--- src/rtl/core/sst_pkg.sv ---
// Package for the script source tokenizer: item types, token codes,
// keyword table and character class helpers. No dependencies.
`timescale 1ns / 1ps

package sst_pkg;

  // Default sizes.
  localparam int unsigned KeywordCharsDefault = 8;
  localparam int unsigned PositionBitsDefault = 16;

  // Token class codes.
  localparam logic [5:0] TK_UNKNOWN  = 6'd0;
  localparam logic [5:0] TK_EOF      = 6'd1;
  localparam logic [5:0] TK_IDENT    = 6'd2;
  localparam logic [5:0] TK_INT      = 6'd3;
  localparam logic [5:0] TK_FLOAT    = 6'd4;
  localparam logic [5:0] TK_STRING   = 6'd5;
  localparam logic [5:0] TK_LBRACE   = 6'd6;
  localparam logic [5:0] TK_RBRACE   = 6'd7;
  localparam logic [5:0] TK_LPAREN   = 6'd8;
  localparam logic [5:0] TK_RPAREN   = 6'd9;
  localparam logic [5:0] TK_LBRACKET = 6'd10;
  localparam logic [5:0] TK_RBRACKET = 6'd11;
  localparam logic [5:0] TK_KW_FIRST = 6'd12;
  localparam logic [5:0] TK_SEMI     = 6'd22;
  localparam logic [5:0] TK_COLON    = 6'd23;
  localparam logic [5:0] TK_COMMA    = 6'd24;
  localparam logic [5:0] TK_PLUS     = 6'd25;
  localparam logic [5:0] TK_MINUS    = 6'd26;
  localparam logic [5:0] TK_STAR     = 6'd27;
  localparam logic [5:0] TK_SLASH    = 6'd28;
  localparam logic [5:0] TK_PERCENT  = 6'd29;
  localparam logic [5:0] TK_EQ       = 6'd30;
  localparam logic [5:0] TK_NE       = 6'd31;
  localparam logic [5:0] TK_GT       = 6'd32;
  localparam logic [5:0] TK_GE       = 6'd33;
  localparam logic [5:0] TK_LT       = 6'd34;
  localparam logic [5:0] TK_LE       = 6'd35;
  localparam logic [5:0] TK_ASSIGN   = 6'd36;
  localparam logic [5:0] TK_AND      = 6'd37;
  localparam logic [5:0] TK_OR       = 6'd38;
  localparam logic [5:0] TK_NOT      = 6'd39;

  // Keyword table, padded with spaces to eight characters.
  localparam int unsigned KwCount = 10;
  localparam logic [63:0] KW_TEXT [KwCount] = '{
    "else    ", "false   ", "for     ", "function", "if      ",
    "null    ", "return  ", "true    ", "var     ", "while   "
  };
  localparam logic [3:0] KW_LEN [KwCount] = '{
    4'd4, 4'd5, 4'd3, 4'd8, 4'd2, 4'd4, 4'd6, 4'd4, 4'd3, 4'd5
  };

  // One input item and one result item.
  typedef struct packed {
    logic [7:0] data_byte;
    logic       end_mark;
  } in_item_t;

  typedef struct packed {
    logic        out_kind;
    logic [5:0]  token_code;
    logic [20:0] code_point;
    logic [15:0] line;
    logic [15:0] column;
    logic        last;
  } out_item_t;

  // Results of one input item, handed from the scanner to the queue.
  typedef struct packed {
    logic [1:0]           count;
    out_item_t [2:0]      items;
  } res_bundle_t;

  function automatic out_item_t make_item(logic kind, logic [5:0] code, logic [20:0] cp);
    out_item_t r;
    r            = '0;
    r.out_kind   = kind;
    r.token_code = code;
    r.code_point = cp;
    return r;
  endfunction

  function automatic logic is_space(logic [20:0] c);
    return c == 21'd32 || c == 21'd9 || c == 21'd10 || c == 21'd11 ||
           c == 21'd12 || c == 21'd13;
  endfunction

  function automatic logic is_letter(logic [20:0] c);
    return (c >= 21'd97 && c <= 21'd122) || (c >= 21'd65 && c <= 21'd90);
  endfunction

  function automatic logic is_digit(logic [20:0] c);
    return c >= 21'd48 && c <= 21'd57;
  endfunction

  // Hex digit value with a valid flag in the top bit.
  function automatic logic [4:0] hex_val(logic [20:0] c);
    logic [4:0] r;
    r = '0;
    if (c >= 21'd48 && c <= 21'd57) begin
      r = {1'b1, 4'(c - 21'd48)};
    end else if (c >= 21'd65 && c <= 21'd70) begin
      r = {1'b1, 4'(c - 21'd55)};
    end else if (c >= 21'd97 && c <= 21'd102) begin
      r = {1'b1, 4'(c - 21'd87)};
    end
    return r;
  endfunction

  // Code of a character that is a token on its own, with a valid flag.
  function automatic logic [6:0] single_code(logic [20:0] c);
    logic [6:0] r;
    case (c)
      21'd123: r = {1'b1, TK_LBRACE};
      21'd125: r = {1'b1, TK_RBRACE};
      21'd40:  r = {1'b1, TK_LPAREN};
      21'd41:  r = {1'b1, TK_RPAREN};
      21'd91:  r = {1'b1, TK_LBRACKET};
      21'd93:  r = {1'b1, TK_RBRACKET};
      21'd59:  r = {1'b1, TK_SEMI};
      21'd58:  r = {1'b1, TK_COLON};
      21'd44:  r = {1'b1, TK_COMMA};
      21'd43:  r = {1'b1, TK_PLUS};
      21'd45:  r = {1'b1, TK_MINUS};
      21'd42:  r = {1'b1, TK_STAR};
      21'd37:  r = {1'b1, TK_PERCENT};
      default: r = '0;
    endcase
    return r;
  endfunction

  // Characters that may start a two-character operator or a comment.
  function automatic logic is_op_start(logic [20:0] c);
    return c == 21'd47 || c == 21'd38 || c == 21'd124 || c == 21'd62 ||
           c == 21'd60 || c == 21'd61 || c == 21'd33;
  endfunction

  // Meaning of a pending operator character that stands alone.
  function automatic logic [5:0] alone_code(logic [6:0] p);
    logic [5:0] r;
    case (p)
      7'd47:   r = TK_SLASH;
      7'd62:   r = TK_GT;
      7'd60:   r = TK_LT;
      7'd61:   r = TK_ASSIGN;
      7'd33:   r = TK_NOT;
      default: r = TK_UNKNOWN;
    endcase
    return r;
  endfunction

endpackage

--- src/rtl/core/sst_scan.sv ---
// Scanner core: holds the tokenizer state and works out the results of one
// accepted item in a single pass. Depends on sst_pkg.
`timescale 1ns / 1ps

module sst_scan
  import sst_pkg::*;
#(
  parameter int unsigned KEYWORD_CHARS = KeywordCharsDefault,
  parameter int unsigned POSITION_BITS = PositionBitsDefault
) (
  input  logic        clk_i,
  input  logic        rst_ni,
  input  logic        take_i,
  input  in_item_t    item_i,
  output res_bundle_t res_o
);

  localparam int unsigned LenBits = $clog2(KEYWORD_CHARS + 2);
  localparam int unsigned IdxBits = $clog2(KEYWORD_CHARS);
  localparam logic [POSITION_BITS-1:0] PosMax = '1;

  // Scanner modes.
  localparam logic [4:0] M_IDLE    = 5'd0;
  localparam logic [4:0] M_IDENT   = 5'd1;
  localparam logic [4:0] M_INT     = 5'd2;
  localparam logic [4:0] M_DOT     = 5'd3;
  localparam logic [4:0] M_FRAC    = 5'd4;
  localparam logic [4:0] M_EXP     = 5'd5;
  localparam logic [4:0] M_EXPSIGN = 5'd6;
  localparam logic [4:0] M_EXPDIG  = 5'd7;
  localparam logic [4:0] M_STR     = 5'd8;
  localparam logic [4:0] M_ESC     = 5'd9;
  localparam logic [4:0] M_HEX     = 5'd10;
  localparam logic [4:0] M_OP      = 5'd11;
  localparam logic [4:0] M_LINEC   = 5'd12;
  localparam logic [4:0] M_BLOCK   = 5'd13;
  localparam logic [4:0] M_BSTAR   = 5'd14;

  logic [4:0]               mode_q, mode_d;
  logic [6:0]               pend_q, pend_d;
  logic [LenBits-1:0]       len_q, len_d;
  logic [15:0]              hacc_q, hacc_d;
  logic [2:0]               hcnt_q, hcnt_d;
  logic [20:0]              part_q, part_d;
  logic [1:0]               rem_q, rem_d;
  logic [POSITION_BITS-1:0] line_q, line_d, col_q, col_d;
  logic [6:0]               kw_buf_q [KEYWORD_CHARS];
  logic                     kw_we;
  logic [IdxBits-1:0]       kw_idx;

  logic [5:0]  ident_cd;
  logic [20:0] ch;
  logic [4:0]  hv;
  logic [6:0]  sc;

  // Outcome of scanning the current character from idle.
  logic [4:0]  idle_mode;
  logic        idle_emit, idle_pend, idle_ident;
  out_item_t   idle_item;

  // Keyword lookup over the stored identifier characters.
  always_comb begin
    logic hit;
    ident_cd = TK_IDENT;
    for (int j = KwCount - 1; j >= 0; j--) begin
      hit = (32'(KW_LEN[j]) <= KEYWORD_CHARS) && (len_q == LenBits'(KW_LEN[j]));
      for (int i = 0; i < 8; i++) begin
        if (i < int'(KW_LEN[j]) &&
            kw_buf_q[i] != KW_TEXT[j][62-8*i -: 7]) begin
          hit = 1'b0;
        end
      end
      if (hit) begin
        ident_cd = TK_KW_FIRST + 6'(j);
      end
    end
  end

  // Classification of a character seen between tokens.
  always_comb begin
    sc         = single_code(ch);
    idle_mode  = M_IDLE;
    idle_emit  = 1'b0;
    idle_pend  = 1'b0;
    idle_ident = 1'b0;
    idle_item  = '0;
    if (is_space(ch)) begin
      idle_mode = M_IDLE;
    end else if (is_letter(ch) || ch == 21'd95) begin
      idle_mode  = M_IDENT;
      idle_ident = 1'b1;
      idle_emit  = 1'b1;
      idle_item  = make_item(1'b0, TK_IDENT, ch);
    end else if (ch == 21'd34) begin
      idle_mode = M_STR;
    end else if (is_digit(ch)) begin
      idle_mode = M_INT;
      idle_emit = 1'b1;
      idle_item = make_item(1'b0, TK_INT, ch);
    end else if (ch == 21'd46) begin
      idle_mode = M_DOT;
      idle_emit = 1'b1;
      idle_item = make_item(1'b0, TK_FLOAT, ch);
    end else if (sc[6]) begin
      idle_emit = 1'b1;
      idle_item = make_item(1'b1, sc[5:0], '0);
    end else if (is_op_start(ch)) begin
      idle_mode = M_OP;
      idle_pend = 1'b1;
    end else begin
      idle_emit = 1'b1;
      idle_item = make_item(1'b1, TK_UNKNOWN, '0);
    end
  end

  // Next state and results of one item.
  always_comb begin
    logic [1:0]  n;
    logic        have_c, do_close, do_idle;
    logic [5:0]  close_cd;
    out_item_t   e0;
    mode_d   = mode_q;
    pend_d   = pend_q;
    len_d    = len_q;
    hacc_d   = hacc_q;
    hcnt_d   = hcnt_q;
    part_d   = part_q;
    rem_d    = rem_q;
    line_d   = line_q;
    col_d    = col_q;
    kw_we    = 1'b0;
    kw_idx   = '0;
    ch       = '0;
    hv       = '0;
    n        = '0;
    have_c   = 1'b0;
    do_close = 1'b0;
    do_idle  = 1'b0;
    close_cd = TK_UNKNOWN;
    e0       = '0;
    res_o    = '0;

    if (item_i.end_mark) begin
      // End of source: flush the open token, then end of file.
      col_d = (col_q == PosMax) ? col_q : col_q + 1'b1;
      e0    = make_item(1'b1, TK_UNKNOWN, '0);
      case (mode_q)
        M_IDENT:                  e0.token_code = ident_cd;
        M_INT:                    e0.token_code = TK_INT;
        M_FRAC, M_EXPDIG:         e0.token_code = TK_FLOAT;
        M_OP:                     e0.token_code = alone_code(pend_q);
        default:                  e0.token_code = TK_UNKNOWN;
      endcase
      case (mode_q)
        M_IDENT, M_INT, M_FRAC, M_EXPDIG, M_OP, M_DOT, M_EXP, M_EXPSIGN,
        M_STR, M_ESC, M_HEX: begin
          res_o.items[n] = e0;
          n = n + 2'd1;
        end
        default: ;
      endcase
      res_o.items[n] = make_item(1'b1, TK_EOF, '0);
      n      = n + 2'd1;
      mode_d = M_IDLE;
      pend_d = '0;
      part_d = '0;
      rem_d  = '0;
      hcnt_d = '0;
      hacc_d = '0;
    end else begin
      // Loose UTF-8 assembly by the lead byte.
      if (rem_q != 2'd0) begin
        part_d = {part_q[14:0], item_i.data_byte[5:0]};
        rem_d  = rem_q - 2'd1;
      end else if (item_i.data_byte < 8'h80) begin
        part_d = 21'(item_i.data_byte);
      end else if (item_i.data_byte >= 8'hf0) begin
        part_d = 21'(item_i.data_byte[2:0]);
        rem_d  = 2'd3;
      end else if (item_i.data_byte >= 8'he0) begin
        part_d = 21'(item_i.data_byte[3:0]);
        rem_d  = 2'd2;
      end else begin
        part_d = 21'(item_i.data_byte[4:0]);
        rem_d  = 2'd1;
      end
      if (rem_d == 2'd0) begin
        ch     = part_d;
        part_d = '0;
        have_c = 1'b1;
        col_d  = (col_q == PosMax) ? col_q : col_q + 1'b1;
        if (ch == 21'd10 || ch == 21'd13) begin
          line_d = (line_q == PosMax) ? line_q : line_q + 1'b1;
          col_d  = '0;
        end
      end
    end

    // Character step by scanner mode.
    if (have_c) begin
      hv = hex_val(ch);
      case (mode_q)
        M_IDENT: begin
          if (is_letter(ch) || is_digit(ch) || ch == 21'd95) begin
            if (32'(len_q) < KEYWORD_CHARS) begin
              kw_we  = 1'b1;
              kw_idx = len_q[IdxBits-1:0];
            end
            if (32'(len_q) <= KEYWORD_CHARS) begin
              len_d = len_q + 1'b1;
            end
            res_o.items[n] = make_item(1'b0, TK_IDENT, ch);
            n = n + 2'd1;
          end else begin
            do_close = 1'b1;
            close_cd = ident_cd;
          end
        end
        M_INT: begin
          if (is_digit(ch)) begin
            res_o.items[n] = make_item(1'b0, TK_INT, ch);
            n = n + 2'd1;
          end else if (ch == 21'd46 || ch == 21'd101 || ch == 21'd69) begin
            mode_d = (ch == 21'd46) ? M_FRAC : M_EXP;
            res_o.items[n] = make_item(1'b0, TK_FLOAT, ch);
            n = n + 2'd1;
          end else begin
            do_close = 1'b1;
            close_cd = TK_INT;
          end
        end
        M_DOT, M_EXPSIGN: begin
          if (is_digit(ch)) begin
            mode_d = (mode_q == M_DOT) ? M_FRAC : M_EXPDIG;
            res_o.items[n] = make_item(1'b0, TK_FLOAT, ch);
            n = n + 2'd1;
          end else begin
            do_close = 1'b1;
          end
        end
        M_FRAC: begin
          if (is_digit(ch)) begin
            res_o.items[n] = make_item(1'b0, TK_FLOAT, ch);
            n = n + 2'd1;
          end else if (ch == 21'd101 || ch == 21'd69) begin
            mode_d = M_EXP;
            res_o.items[n] = make_item(1'b0, TK_FLOAT, ch);
            n = n + 2'd1;
          end else begin
            do_close = 1'b1;
            close_cd = TK_FLOAT;
          end
        end
        M_EXP: begin
          if (ch == 21'd43 || ch == 21'd45 || is_digit(ch)) begin
            mode_d = is_digit(ch) ? M_EXPDIG : M_EXPSIGN;
            res_o.items[n] = make_item(1'b0, TK_FLOAT, ch);
            n = n + 2'd1;
          end else begin
            do_close = 1'b1;
          end
        end
        M_EXPDIG: begin
          if (is_digit(ch)) begin
            res_o.items[n] = make_item(1'b0, TK_FLOAT, ch);
            n = n + 2'd1;
          end else begin
            do_close = 1'b1;
            close_cd = TK_FLOAT;
          end
        end
        M_STR: begin
          if (ch == 21'd34) begin
            mode_d = M_IDLE;
            res_o.items[n] = make_item(1'b1, TK_STRING, '0);
            n = n + 2'd1;
          end else if (ch == 21'd92) begin
            mode_d = M_ESC;
          end else begin
            res_o.items[n] = make_item(1'b0, TK_STRING, ch);
            n = n + 2'd1;
          end
        end
        M_ESC: begin
          mode_d = M_STR;
          case (ch)
            21'd117: begin
              mode_d = M_HEX;
              hacc_d = '0;
              hcnt_d = '0;
            end
            21'd98, 21'd116, 21'd110, 21'd102, 21'd114, 21'd34, 21'd39, 21'd92: begin
              e0 = make_item(1'b0, TK_STRING, ch);
              if (ch == 21'd98)  e0.code_point = 21'd8;
              if (ch == 21'd116) e0.code_point = 21'd9;
              if (ch == 21'd110) e0.code_point = 21'd10;
              if (ch == 21'd102) e0.code_point = 21'd12;
              if (ch == 21'd114) e0.code_point = 21'd13;
              res_o.items[n] = e0;
              n = n + 2'd1;
            end
            default: do_close = 1'b1;
          endcase
        end
        M_HEX: begin
          if (!hv[4]) begin
            do_close = 1'b1;
          end else begin
            hacc_d = {hacc_q[11:0], hv[3:0]};
            hcnt_d = hcnt_q + 3'd1;
            if (hcnt_d >= 3'd4) begin
              res_o.items[n] = make_item(1'b0, TK_STRING, 21'(hacc_d));
              n = n + 2'd1;
              hcnt_d = '0;
              mode_d = M_STR;
            end
          end
        end
        M_OP: begin
          pend_d = '0;
          mode_d = M_IDLE;
          e0     = make_item(1'b1, TK_UNKNOWN, '0);
          if (pend_q == 7'd47 && ch == 21'd47) begin
            mode_d = M_LINEC;
          end else if (pend_q == 7'd47 && ch == 21'd42) begin
            mode_d = M_BLOCK;
          end else if (pend_q == 7'd38 && ch == 21'd38) begin
            e0.token_code = TK_AND;
          end else if (pend_q == 7'd124 && ch == 21'd124) begin
            e0.token_code = TK_OR;
          end else if (pend_q == 7'd61 && ch == 21'd61) begin
            e0.token_code = TK_EQ;
          end else if (pend_q == 7'd33 && ch == 21'd61) begin
            e0.token_code = TK_NE;
          end else if (pend_q == 7'd62 && ch == 21'd61) begin
            e0.token_code = TK_GE;
          end else if (pend_q == 7'd60 && ch == 21'd61) begin
            e0.token_code = TK_LE;
          end else begin
            do_close = 1'b1;
            close_cd = alone_code(pend_q);
          end
          if (!do_close && mode_d == M_IDLE) begin
            res_o.items[n] = e0;
            n = n + 2'd1;
          end
        end
        M_LINEC: begin
          if (ch == 21'd10 || ch == 21'd13) mode_d = M_IDLE;
        end
        M_BLOCK: begin
          if (ch == 21'd42) mode_d = M_BSTAR;
        end
        M_BSTAR: begin
          if (ch == 21'd47) begin
            mode_d = M_IDLE;
          end else if (ch != 21'd42) begin
            mode_d = M_BLOCK;
          end
        end
        default: do_idle = 1'b1;
      endcase
    end

    // Close the open token and scan the character again from idle.
    if (do_close) begin
      res_o.items[n] = make_item(1'b1, close_cd, '0);
      n = n + 2'd1;
      do_idle = 1'b1;
    end
    if (do_idle) begin
      mode_d = idle_mode;
      if (idle_pend) begin
        pend_d = ch[6:0];
      end
      if (idle_ident) begin
        kw_we  = 1'b1;
        kw_idx = '0;
        len_d  = LenBits'(1);
      end
      if (idle_emit) begin
        res_o.items[n] = idle_item;
        n = n + 2'd1;
      end
    end

    // Position and final flag go on every result of this item.
    res_o.count = n;
    for (int i = 0; i < 3; i++) begin
      res_o.items[i].line   = 16'(32'(line_d));
      res_o.items[i].column = 16'(32'(col_d));
      res_o.items[i].last   = (2'(i + 1) == n);
    end
  end

  // State registers.
  always_ff @(posedge clk_i or negedge rst_ni) begin
    if (!rst_ni) begin
      mode_q <= M_IDLE;
      pend_q <= '0;
      len_q  <= '0;
      hacc_q <= '0;
      hcnt_q <= '0;
      part_q <= '0;
      rem_q  <= '0;
      line_q <= POSITION_BITS'(1);
      col_q  <= '0;
    end else if (take_i) begin
      mode_q <= mode_d;
      pend_q <= pend_d;
      len_q  <= len_d;
      hacc_q <= hacc_d;
      hcnt_q <= hcnt_d;
      part_q <= part_d;
      rem_q  <= rem_d;
      line_q <= line_d;
      col_q  <= col_d;
    end
  end

  // Identifier character store.
  always_ff @(posedge clk_i) begin
    if (take_i && kw_we) begin
      kw_buf_q[kw_idx] <= ch[6:0];
    end
  end

endmodule

--- src/rtl/core/sst_outq.sv ---
// Result queue: holds the up to three results of one item and hands them
// out one per cycle while the output is not stalled. Depends on sst_pkg.
`timescale 1ns / 1ps

module sst_outq
  import sst_pkg::*;
(
  input  logic        clk_i,
  input  logic        rst_ni,
  input  logic        load_i,
  input  res_bundle_t res_i,
  output logic        room_o,
  output logic        out_valid_o,
  input  logic        out_stall_i,
  output out_item_t   out_item_o
);

  out_item_t  ent_q [3];
  logic [1:0] cnt_q, head_q;
  logic       pop;

  assign pop         = (cnt_q != 2'd0) && !out_stall_i;
  assign room_o      = (cnt_q == 2'd0) || (cnt_q == 2'd1 && !out_stall_i);
  assign out_valid_o = cnt_q != 2'd0;
  assign out_item_o  = ent_q[head_q];

  // Count and read pointer; a load replaces the drained queue.
  always_ff @(posedge clk_i or negedge rst_ni) begin
    if (!rst_ni) begin
      cnt_q  <= '0;
      head_q <= '0;
    end else if (load_i) begin
      cnt_q  <= res_i.count;
      head_q <= '0;
    end else if (pop) begin
      cnt_q  <= cnt_q - 2'd1;
      head_q <= head_q + 2'd1;
    end
  end

  // Result entries.
  always_ff @(posedge clk_i) begin
    if (load_i) begin
      for (int i = 0; i < 3; i++) begin
        ent_q[i] <= res_i.items[i];
      end
    end
  end

  // A load never overwrites results still waiting.
  assert property (@(posedge clk_i) disable iff (!rst_ni)
    load_i |-> (cnt_q == 2'd0 || (cnt_q == 2'd1 && pop)))
    else $error("result queue overwritten");

  // The final result of an item is the last one in the queue.
  assert property (@(posedge clk_i) disable iff (!rst_ni)
    out_valid_o && out_item_o.last |-> cnt_q == 2'd1)
    else $error("final flag before the end of the queue");

  // The pointer never runs past the three entries.
  assert property (@(posedge clk_i) disable iff (!rst_ni)
    ({1'b0, head_q} + {1'b0, cnt_q}) <= 3'd3)
    else $error("result queue pointer out of range");

endmodule

--- src/rtl/core/script_source_tokenizer.sv ---
// Top level of the script source tokenizer: scanner core and result queue.
// Depends on sst_pkg, sst_scan and sst_outq.
`timescale 1ns / 1ps
//
// Channel  Direction  Handshake                Payload
// in       input      in_valid_i / in_stall_o  in_item_i  (data_byte, end_mark)
// out      output     out_valid_o / out_stall_i out_item_o (one result item)
//
// One byte is accepted per cycle when it causes at most one result and the
// output is not stalled. An item with two or three results holds the input
// while the result queue drains, one result per cycle when not stalled. Reset
// puts the scanner idle at line 1, column 0, with an empty queue. A stalled
// output holds the input once the queue cannot take the next item's results.

module script_source_tokenizer
  import sst_pkg::*;
#(
  parameter int unsigned KEYWORD_CHARS = KeywordCharsDefault,
  parameter int unsigned POSITION_BITS = PositionBitsDefault
) (
  input  logic      clk_i,
  input  logic      rst_ni,
  input  logic      in_valid_i,
  output logic      in_stall_o,
  input  in_item_t  in_item_i,
  output logic      out_valid_o,
  input  logic      out_stall_i,
  output out_item_t out_item_o
);

  logic        room, take;
  res_bundle_t res;

  assign in_stall_o = !room;
  assign take       = in_valid_i && room;

  sst_scan #(
    .KEYWORD_CHARS(KEYWORD_CHARS),
    .POSITION_BITS(POSITION_BITS)
  ) u_scan (
    .clk_i  (clk_i),
    .rst_ni (rst_ni),
    .take_i (take),
    .item_i (in_item_i),
    .res_o  (res)
  );

  sst_outq u_outq (
    .clk_i       (clk_i),
    .rst_ni      (rst_ni),
    .load_i      (take),
    .res_i       (res),
    .room_o      (room),
    .out_valid_o (out_valid_o),
    .out_stall_i (out_stall_i),
    .out_item_o  (out_item_o)
  );

endmodule

--- config.mk ---
export PLATFORM = sky130hd
export DESIGN_NAME = script_source_tokenizer
export DESIGN_NICKNAME = d
export VERILOG_FILES = /design/src/rtl/core/sst_pkg.sv /design/src/rtl/core/sst_scan.sv /design/src/rtl/core/sst_outq.sv /design/src/rtl/core/script_source_tokenizer.sv
export SDC_FILE = /design/constraint.sdc
export NUM_CORES = 1
export LEC_CHECK = 0
export ABC_AREA = 1
export ABC_CLOCK_PERIOD_IN_PS = 6500
export BUFFER_PORTS_ARGS = -buffer_cell sky130_fd_sc_hd__clkbuf_2
export CAP_MARGIN = 20
export CELL_PAD_IN_SITES_DETAIL_PLACEMENT = 0
export CELL_PAD_IN_SITES_GLOBAL_PLACEMENT = 1
export CORE_ASPECT_RATIO = 1.1
export CORE_MARGIN = 5
export CORE_UTILIZATION = 47
export DETAILED_ROUTE_END_ITERATION = 8
export PLACE_DENSITY_LB_ADDON = 0.3
export RECOVER_POWER = 100
export SYNTH_ARGS = -nofsm -noshare
export SYNTH_HDL_FRONTEND = slang
export SYNTH_SLANG_ARGS = --single-unit
--- constraint.sdc ---
create_clock -name clk_i -period 6.5 [get_ports clk_i]
set_input_delay 0.975 -clock clk_i [delete_from_list [all_inputs] [get_ports clk_i]]
set_output_delay 0.975 -clock clk_i [all_outputs]
set_load 0.05 [all_outputs]
## Yosys cells after proc, flatten, opt, wreduce, memory -nomap -nowiden

Memory sizes are Yosys's and may differ from the RTL's.
Cells that the tools add are included.
Widths: inputs -> output; s select.

- Register bits after elaboration: 88
- Bits in writable memories: 239
- Input bits: 13
- Output and inout bits: 63
- Memories kept: 2

- Add/subtract/negate cells: 14
- $lt $le $gt $ge: 22
- Eq/ne operators: 110
- Muxes and demuxes: 301
- Bitwise logic cells: 6
- Reduce and logical (&&, ||, !) cells: 61

Memories:

| name | words | bits a word | rd ports | clocked after memory_dff | wr ports | line | RTL |
|---|---|---|---|---|---|---|---|
| u_outq.ent_q | 3 | 61 | 1 | 0 | 3 | sst_outq.sv:18 | `out_item_t ent_q [3];` |
| u_scan.kw_buf_q | 8 | 7 | 8 | 0 | 1 | sst_scan.sv:47 | `logic [6:0] kw_buf_q [KEYWORD_CHARS];` |

Operators with widths:

| operator | number |
|---|---|
| $mux 183 | 18 |
| $bwmux 183 | 9 |
| $pmux 183 s9 | 1 |
| $mux 61 | 13 |
| $demux 61 s2 | 4 |
| $eq 21x6->1 const B | 19 |
| $eq 21x7->1 const B | 15 |
| $mux 21 | 14 |
| $ne 7x7->1 const B | 35 |
| $mux 16 | 12 |
| $mux 6 | 31 |
| $and 59x177->177 | 1 |
| $not 177->177 | 1 |
| $and 174x174->174 | 1 |
| $not 174->174 | 1 |
| $mux 5 | 32 |
| $eq 21x4->1 const B | 7 |
| $mux 1 | 98 |
| $pmux 7 s13 | 1 |
| $le 21x7->1 const B | 4 |
| $mux 2 | 32 |
| $pmux 6 s5 | 2 |
| $pmux 5 s11 | 1 |
| $eq 7x6->1 const B | 6 |
| other kinds (53) | 156 |

## Longest topological paths before layout

Gate-level depths: netlist of run 1.

- Word-level depth: 35
- Mapped depth: 34
- Mapped depth without buffers: 31

## Hierarchy

A second synthesis of run 1 with hierarchy kept.

- Cells, all modules: 2313
- Area, all modules: 19342.3 µm²

Modules (own cells, without submodules):

| module | times used | cells each | area an instance (µm²) | sequential area each (µm²) |
|---|---|---|---|---|
| sst_scan | 1 | 1823 | 11882.6 | 3684.8 |
| sst_outq | 1 | 487 | 7448.4 | 5595.4 |
| script_source_tokenizer | 1 | 3 | 11.3 | 0.0 |

## Worst setup path after synthesis of run 1

Ideal clock, no wire load.

- Path kind: in2reg
- Start point: input out_stall_i
- End point: memory u_outq.ent_q[0][0] (netlist name), enable pin
- Setup time: 529 ps
- Arrival: 5051 ps
- Setup slack: 920 ps
- Stages: 7
- Cells stage by stage: inv_1 > nand2_1 > nand2_1 > nand2_1 > inv_1 > clkbuf_1 > buf_1

RTL lines:

| what | line | RTL |
|---|---|---|
| start: declaration | script_source_tokenizer.sv:27 | `input logic out_stall_i,` |
| end: declaration | sst_outq.sv:18 |  |

## Final worst setup path of run 1

- Start point: input in_item_i[0] (netlist name)
- End point: memory u_scan.kw_buf_q[6][4], enable pin

- Longest elaborated chain between the ends: 20

Ends and longest elaborated chain:

| what | line | RTL |
|---|---|---|
| start: declaration | script_source_tokenizer.sv:25 | `input in_item_t in_item_i,` |
| $mux 21 * | sst_scan.sv:143 | `if (item_i.end_mark) begin` |
| via u_scan.ch[6] | sst_scan.sv:52 | `logic [20:0] ch;` |
| $eq 21x6->1 | - |  |
| $logic_and 1x1->1 | sst_scan.sv:337 | `end else if (pend_q == 7'd60 && ch == 21'd61) begin` |
| $mux 1 | sst_scan.sv:337 |  |
| $mux 1 | sst_scan.sv:335 | `end else if (pend_q == 7'd62 && ch == 21'd61) begin` |
| $mux 1 | sst_scan.sv:333 | `end else if (pend_q == 7'd33 && ch == 21'd61) begin` |
| $mux 1 | sst_scan.sv:331 | `end else if (pend_q == 7'd61 && ch == 21'd61) begin` |
| [5 not listed] | - |  |
| $mux 1 | sst_scan.sv:200 | `if (have_c) begin` |
| $pmux 1 s8 | sst_scan.sv:202 | `case (mode_q)` |
| $mux 1 | sst_scan.sv:200 |  |
| $mux 1 | sst_scan.sv:366 | `if (do_close) begin` |
| $mux 1 | sst_scan.sv:371 | `if (do_idle) begin` |
| $logic_and 1x1->1 | sst_scan.sv:423 | `if (take_i && kw_we) begin` |
| $mux 1 | sst_scan.sv:423 |  |
| $mux 1 (implied by the code) | sst_scan.sv:424 | `kw_buf_q[kw_idx] <= ch[6:0];` |
| end: declaration | sst_scan.sv:47 |  |

The timed path passes the listed nets; every way through them passes the cells marked *. The select of a mux whose other input is x is not followed.

==> results.cfg, run 1 <==
[run_status]
status = finished, violations left
violations = capacitance limit, slew limit

[grt]
grt_pass1_vias = 13700
met3_usage_pct = 2.95
grt_max_degree = 154
overflow = 0
busiest_layer = met2
use_met1_pct = 34.7
grt.met2_usage_pct = 44.0
grt_pass1_wl_um = 76900
antenna_found_initial = 0
grtUsageTotal_pct = 26.0

[clock_network]
cts.reportedPaths.clkPinSlew_ps = 60
clk_latency_ps = 550
ctsResizeCount = 0
htreeDepth = 1
cts_tree = done
post-cts-setup-buffers = 0
cts-root-buf = clkbuf_16
postCtsHoldBufs = 0
cts_buffers = 27
cts_buffer_depth = 3
clock_sinks = 259

[detailed_routing]
dr.pass1.iters = 5
vias = 14000
totalWireLength_um = 48400
ant_nets = 0
avgViaCountPerCell = 5.57
drc_errors = 0
drtIter0Drc = 1352
wl_per_cell_um = 19.3

[yosys]
ys.warnings.count = 0
syn_inst = 1986
ys_ff_latch = 259
synthDistinctLibCells = 61
synth_top_cell_area_share_pct = 33.7
synth_area_mm2 = 0.0156
synth_edf_count = 175
ys.flop_type = edfxtp_1
synth_top_cell_by_area = edfxtp_1
async_reset_ff_share_pct = 32.4
ys_seq_area_share_pct = 47.2
netlist_top_cells_area = edfxtp_1, dfrtp_1, nand2_1
syn_avg_cell_area_um2 = 7.84

[placement]
gp_congestion = 1.03
port_buffers = 75
dp_slack_ps = 746
dp_hpwl_um = 36000
postPlaceCellArea_mm2 = 0.0164
dp_cells = 2457

[sta]
layout_setup_ws_ps = 759
hold_violations = 0
fin_crit_ps = 5740
slew_viol_final = 326
slew_headroom_pct = -124
tns_ps = 0
setup_violations = 0
finClkSkew_ps = 15.1
fin_crit_sh_pct = 88.3
worst_pin_slew_ps = 3350
grt_setup_unrepaired = false
max_freq_mhz = 174

[setup_path]
critPathMaxFanout = 13
cpMostUsedCell = nand2_1
start_kind = input pin
critPathBufInv = 4
crit_slowest_cell = clkbuf_1
r2r_cells = 29
cpPeakStageDelay_ps = 770
path_class = input pin to register
r2r_slack_ps = 820
critPathCaptureType = register
path_delay_family = simple AND/OR/NAND/NOR gates
reg2reg_from = u_scan.rem_q[0]$_DFFE_PN0P_
r2r-end = u_outq.ent_q[2][54]$_DFFE_PP_
cp.required_ps = 6670
worst-endpoint-arrival_ps = 5910
worstPathCellList = clkbuf_1, inv_1, nand2_1, clkbuf_1, nor2_4, nand2_2, nor2_2, nand2_1, inv_1, nand3_1, nand2_1, nor2_1, nand3_1, nand3_1, o21ai_4, nand2_4, nand2_1, nor2_1, nand2_1, a21oi_1

[cells_and_area]
antenna_cells = 0
drive_above_1_share_pct = 5.93
area_growth_pct = 10.0
fin_cells = 2507
final_util_pct = 51.9
postLayoutCellArea_mm2 = 0.0171
nets = 2088

[min_path]
whs_endpoint = u_scan.hacc_q[8]$_DFFE_PN0P_
hp-class = register to register
hp-start = u_scan.hacc_q[8]$_DFFE_PN0P_
holdPathStages = 2

[die]
io_pins = 76
die_w_um = 184
die_h_um = 201
rows = 70
initial_core_util_pct = 47.2
dieArea_mm2 = 0.0369
core_mm2 = 0.0330

[power]
vdd_drop_max_mv = 0.300
power_density_mw_per_mm2 = 438
leakagePower_nw = 7.25

[flow_run]
maxCapViolations = 5
==> Yosys cell counts, types with 15 or more instances <==
cell / number
clkbuf_1: 59
nor3_1: 47
nand3_1: 141
o21ai_0: 120
o21ai_1: 15
nor2_1: 252
edfxtp_1: 175
nor4_1: 19
nand2_2: 18
xor2_1: 23
nand2_1: 422
inv_1: 254
a21oi_1: 113
dfrtp_1: 83
nand4_1: 28
ha_1: 19
o22ai_1: 30
==> state kept, by name (all words and copies together) (netlist names) <==
name	flops
u_outq.head_q	2
u_scan.len_q	4
u_scan.hacc_q	12
u_scan.mode_q	5
u_outq.cnt_q	2
u_scan.col_q	16
u_scan.part_q	15
u_outq.ent_q	119
u_scan.hcnt_q	3
u_scan.rem_q	2
u_scan.line_q	16
u_scan.kw_buf_q	56
u_scan.pend_q	7
==> worst reg2reg max path: cells and delay by family, from the launching register on <==
family                     cells  cell delay [ps]
and+or+nand+nor               16             2710
buffers and inverters          8              990
AOI/OAI and AO/OA              3              680
DFF                            1              600
adders and majority gates      2              460
==> per-layer routing <==
layer | wire [µm] | vias up
met5 | 0 | -
met4 | 1790 | 0
met3 | 2740 | 98
met2 | 23600 | 508
met1 | 20300 | 6613
li1 | - | 6755
==> worst max-delay path by stage <==
stage / start / to / depth (start not counted)
2_1_floorplan: out_stall_i / u_outq.ent_q[0][0]$_DFFE_PP_ / 7
3_3_place_gp: in_item_i[8] / u_outq.ent_q[2][54]$_DFFE_PP_ / 29
3_5_place_dp: in_item_i[8] / u_outq.ent_q[0][54]$_DFFE_PP_ / 27
4_1_cts: u_scan.rem_q[0]$_DFFE_PN0P_ / u_outq.ent_q[0][54]$_DFFE_PP_ / 27
5_1_grt: u_scan.rem_q[0]$_DFFE_PN0P_ / u_outq.ent_q[2][54]$_DFFE_PP_ / 29
6_report: in_item_i[0] / u_scan.kw_buf_q[6][4]$_DFFE_PP_ / 20
==> cells in the final DEF (no fill, tap or decap), drive strengths merged, types with 30 or more instances in the layout <==
cell type	Yosys	routed
a21oi	114	114
clkbuf	59	121
dfrtp	83	83
edfxtp	175	175
inv	270	267
nand2	445	445
nand3	146	146
nand4	30	30
nor2	272	272
nor3	48	48
o21ai	140	140
o22ai	30	30
==> final cells by class <==
| type | instances | area (µm²) |
|---|---|---|
| Inverter | 274 | 1040 |
| Tap cell | 432 | 541 |
| Timing Repair Buffer | 96 | 443 |
| Clock buffer | 36 | 739 |
| Multi-Input combinational cell | 1398 | 6860 |
| Clock inverter | 12 | 163 |
| Sequential cell | 259 | 7360 |
| Fill cell | 3281 | 15900 |
==> cell families (layout without fill, tap and decap cells) <==
group           count (synthesis)  in the layout  share of synthesized area, %
simple gates                  979            979                          27.9
buf+inv                       356            418                          9.03
compound gates                348            348                          12.9
flops                         259            259                          47.2
xor+xnor                       24             24                          1.35
fa+ha+maj                      19             19                          1.53
other cells                     1             28                        0.0241
==> through the flow <==
step	hold WS, ps	power (mW)
global placement	467	5.95
detailed placement	470	5.97
global route	532	7.98
finish	490	7.50
floorplan	449	5.07
CTS	332	7.58
==> where the power goes <==
part	internal [mW]	leakage [nW]	switching, mW
registers	2.26	2.77	0.181
clock network	0.952	0.437	0.627
logic	0.764	4.04	2.72
(Power assumes the default switching activity.)
==> inputs of run 2 (changes only) <==
- CORE_ASPECT_RATIO: 1.1 -> 1.2
- REMOVE_ABC_BUFFERS: unset -> 1
==> results.cfg, run 2 (synthesis gave the netlist of run 1 again) <==
[die]
initial_core_util_pct = 47.3
core_mm2 = 0.0330
die_h_um = 209
rows = 73
io_pins = 76
dieArea_mm2 = 0.0369
die_w_um = 176

[sta]
slew_viol_final = 198
fin_crit_sh_pct = 89.0
tns_ps = 0
hold_violations = 0
worst_pin_slew_ps = 4250
fin_crit_ps = 5790
finClkSkew_ps = 12.6
holdWs_ps = 484
grt_setup_unrepaired = false
slew_headroom_pct = -183
setup_violations = 0
max_freq_mhz = 173

[setup_path]
critPathCaptureType = register
path_class = input pin to register
critPathMaxFanout = 13
start_kind = input pin
reg2reg_from = u_scan.rem_q[0]$_DFFE_PN0P_
worst-endpoint-arrival_ps = 5960
critical_path.startpoint = in_item_i[0]
cp.required_ps = 6670

[cells_and_area]
reg.largest.list = u_outq.ent_q x119, u_scan.kw_buf_q x56
layout_commonest_cell = nand2_1
postLayoutCellArea_mm2 = 0.0171
nets = 2089
largest_reg_flops = 119
fillCellCount = 3287
area_growth_pct = 9.69
max_flop_register = u_outq.ent_q
drive_above_1_share_pct = 5.97
layout_common_cells = nand2_1, inv_1, nor2_1, edfxtp_1, nand3_1
antenna_cells = 0

[detailed_routing]
wl_per_cell_um = 18.9
drc_errors = 0
drtIter0Drc = 990
totalWireLength_um = 47900
dr.pass1.iters = 5
vias = 13700
ant_nets = 0
avgViaCountPerCell = 5.41

[grt]
grtUsageTotal_pct = 25.7
overflow = 0
antenna_found_initial = 0
grt_max_degree = 133
grt_pass1_vias = 13600
grt_pass1_wl_um = 75300

[placement]
gp_congestion = 0.994
dp_hpwl_um = 35800
port_buffers = 75
postPlaceCellArea_mm2 = 0.0164

[clock_network]
clock_sinks = 259
htreeDepth = 1
cts.reportedPaths.clkPinSlew_ps = 60
clk_latency_ps = 550
post-cts-setup-buffers = 0
cts_buffer_depth = 3
cts_buffers = 27
ctsResizeCount = 0
postCtsHoldBufs = 0
cts_tree = done
cts-root-buf = clkbuf_16

[run_status]
status = finished, violations left
violations = capacitance limit, slew limit

[power]
power_density_mw_per_mm2 = 431
vdd_drop_max_mv = 0.251
leakagePower_nw = 7.23

[flow_run]
maxCapViolations = 3

[min_path]
hp-class = register to register
hp-start = u_scan.hacc_q[8]$_DFFE_PN0P_
run 2: cell types whose count changed in the layout (fill, tap and decap cells not counted), moves of 2 or more:
| cell | change |
|---|---|
| clkinv_4 | +2 |
| bufinv_16 | -4 |
| o21ai_0 | -3 |
| o21ai_1 | +3 |
| buf_8 | +2 |
run 2: area by class of cell:
| cell class | instances | area [µm²] | share of cell area (%) |
|---|---|---|---|
| Tap cell | 450 | 563 | 3.29 |
| Clock buffer | 36 | 739 | 4.33 |
| Clock inverter | 13 | 72.6 | 0.425 |
| Sequential cell | 259 | 7360 | 43.1 |
| Inverter | 274 | 1040 | 6.11 |
| Multi-Input combinational cell | 1398 | 6870 | 40.2 |
| Timing Repair Buffer | 97 | 444 | 2.60 |
run 2: worst paths after layout:
| path | end | slack, ps | cells past startpoint |
|---|---|---|---|
| worst max register to register | u_outq.ent_q[2][58]$_DFFE_PP_ | 780 | 28 |
| max in group asynchronous | u_scan.col_q[10]$_DFFE_PN0P_ | 1730 | 2 |
| worst min register to register | u_scan.hacc_q[8]$_DFFE_PN0P_ | 480 | 2 |
| min in group asynchronous | u_scan.hacc_q[11]$_DFFE_PN0P_ | 710 | 1 |
| worst min-delay path | u_scan.hacc_q[8]$_DFFE_PN0P_ | 480 | 2 |
| worst max-delay path | u_scan.kw_buf_q[2][2]$_DFFE_PP_ | 710 | 22 |
run 2: metal layers:
metal	GRT usage, %	routed length, µm	part of all wire (%)	vias up
met5	0	0	0	-
met4	10.8	2200	4.6	0
met3	3.71	2300	4.8	104
met2	43.0	23000	48	345
met1	33.3	20400	43	6491
li1	-	-	-	6743
run 2: through the flow:
| stage | util (%) | power [mW] | setup WS [ps] | instances |
|---|---|---|---|---|
| 2_1_floorplan | - | 4.96 | -474 | 1931 |
| 5_1_grt | 51.8 | 7.84 | 328 | 2527 |
| 3_5_place_dp | 49.7 | 5.99 | 645 | 2475 |
| 4_1_cts | 52.2 | 7.45 | 1060 | 2524 |
| 6_report | 51.8 | 7.36 | 713 | 2527 |
| 3_3_place_gp | 49.7 | 5.96 | 814 | 2475 |
run 2: where the power goes:
part / switching (mW) / leakage, nW / internal (mW)
Clock: 0.648 / 0.396 / 0.797
Combinational: 2.71 / 4.06 / 0.760
Sequential: 0.200 / 2.77 / 2.25
Total: 3.56 / 7.23 / 3.81
run 2: worst max-delay path, cell delays in order:
cell	delay [ps]
clkbuf_1	500
inv_1	260
nand3_1	150
clkbuf_1	360
inv_1	250
ha_1	260
inv_1	130
nor2_1	70
nand3_1	80
nand2_1	50
nand2_1	350
buf_4	270
nand3_1	190
nand2_1	120
nor2_1	60
nand2_2	100
o21ai_4	90
nand2_4	180
nand2_1	110
nor2_1	420
nand2_1	290
a21oi_1	690
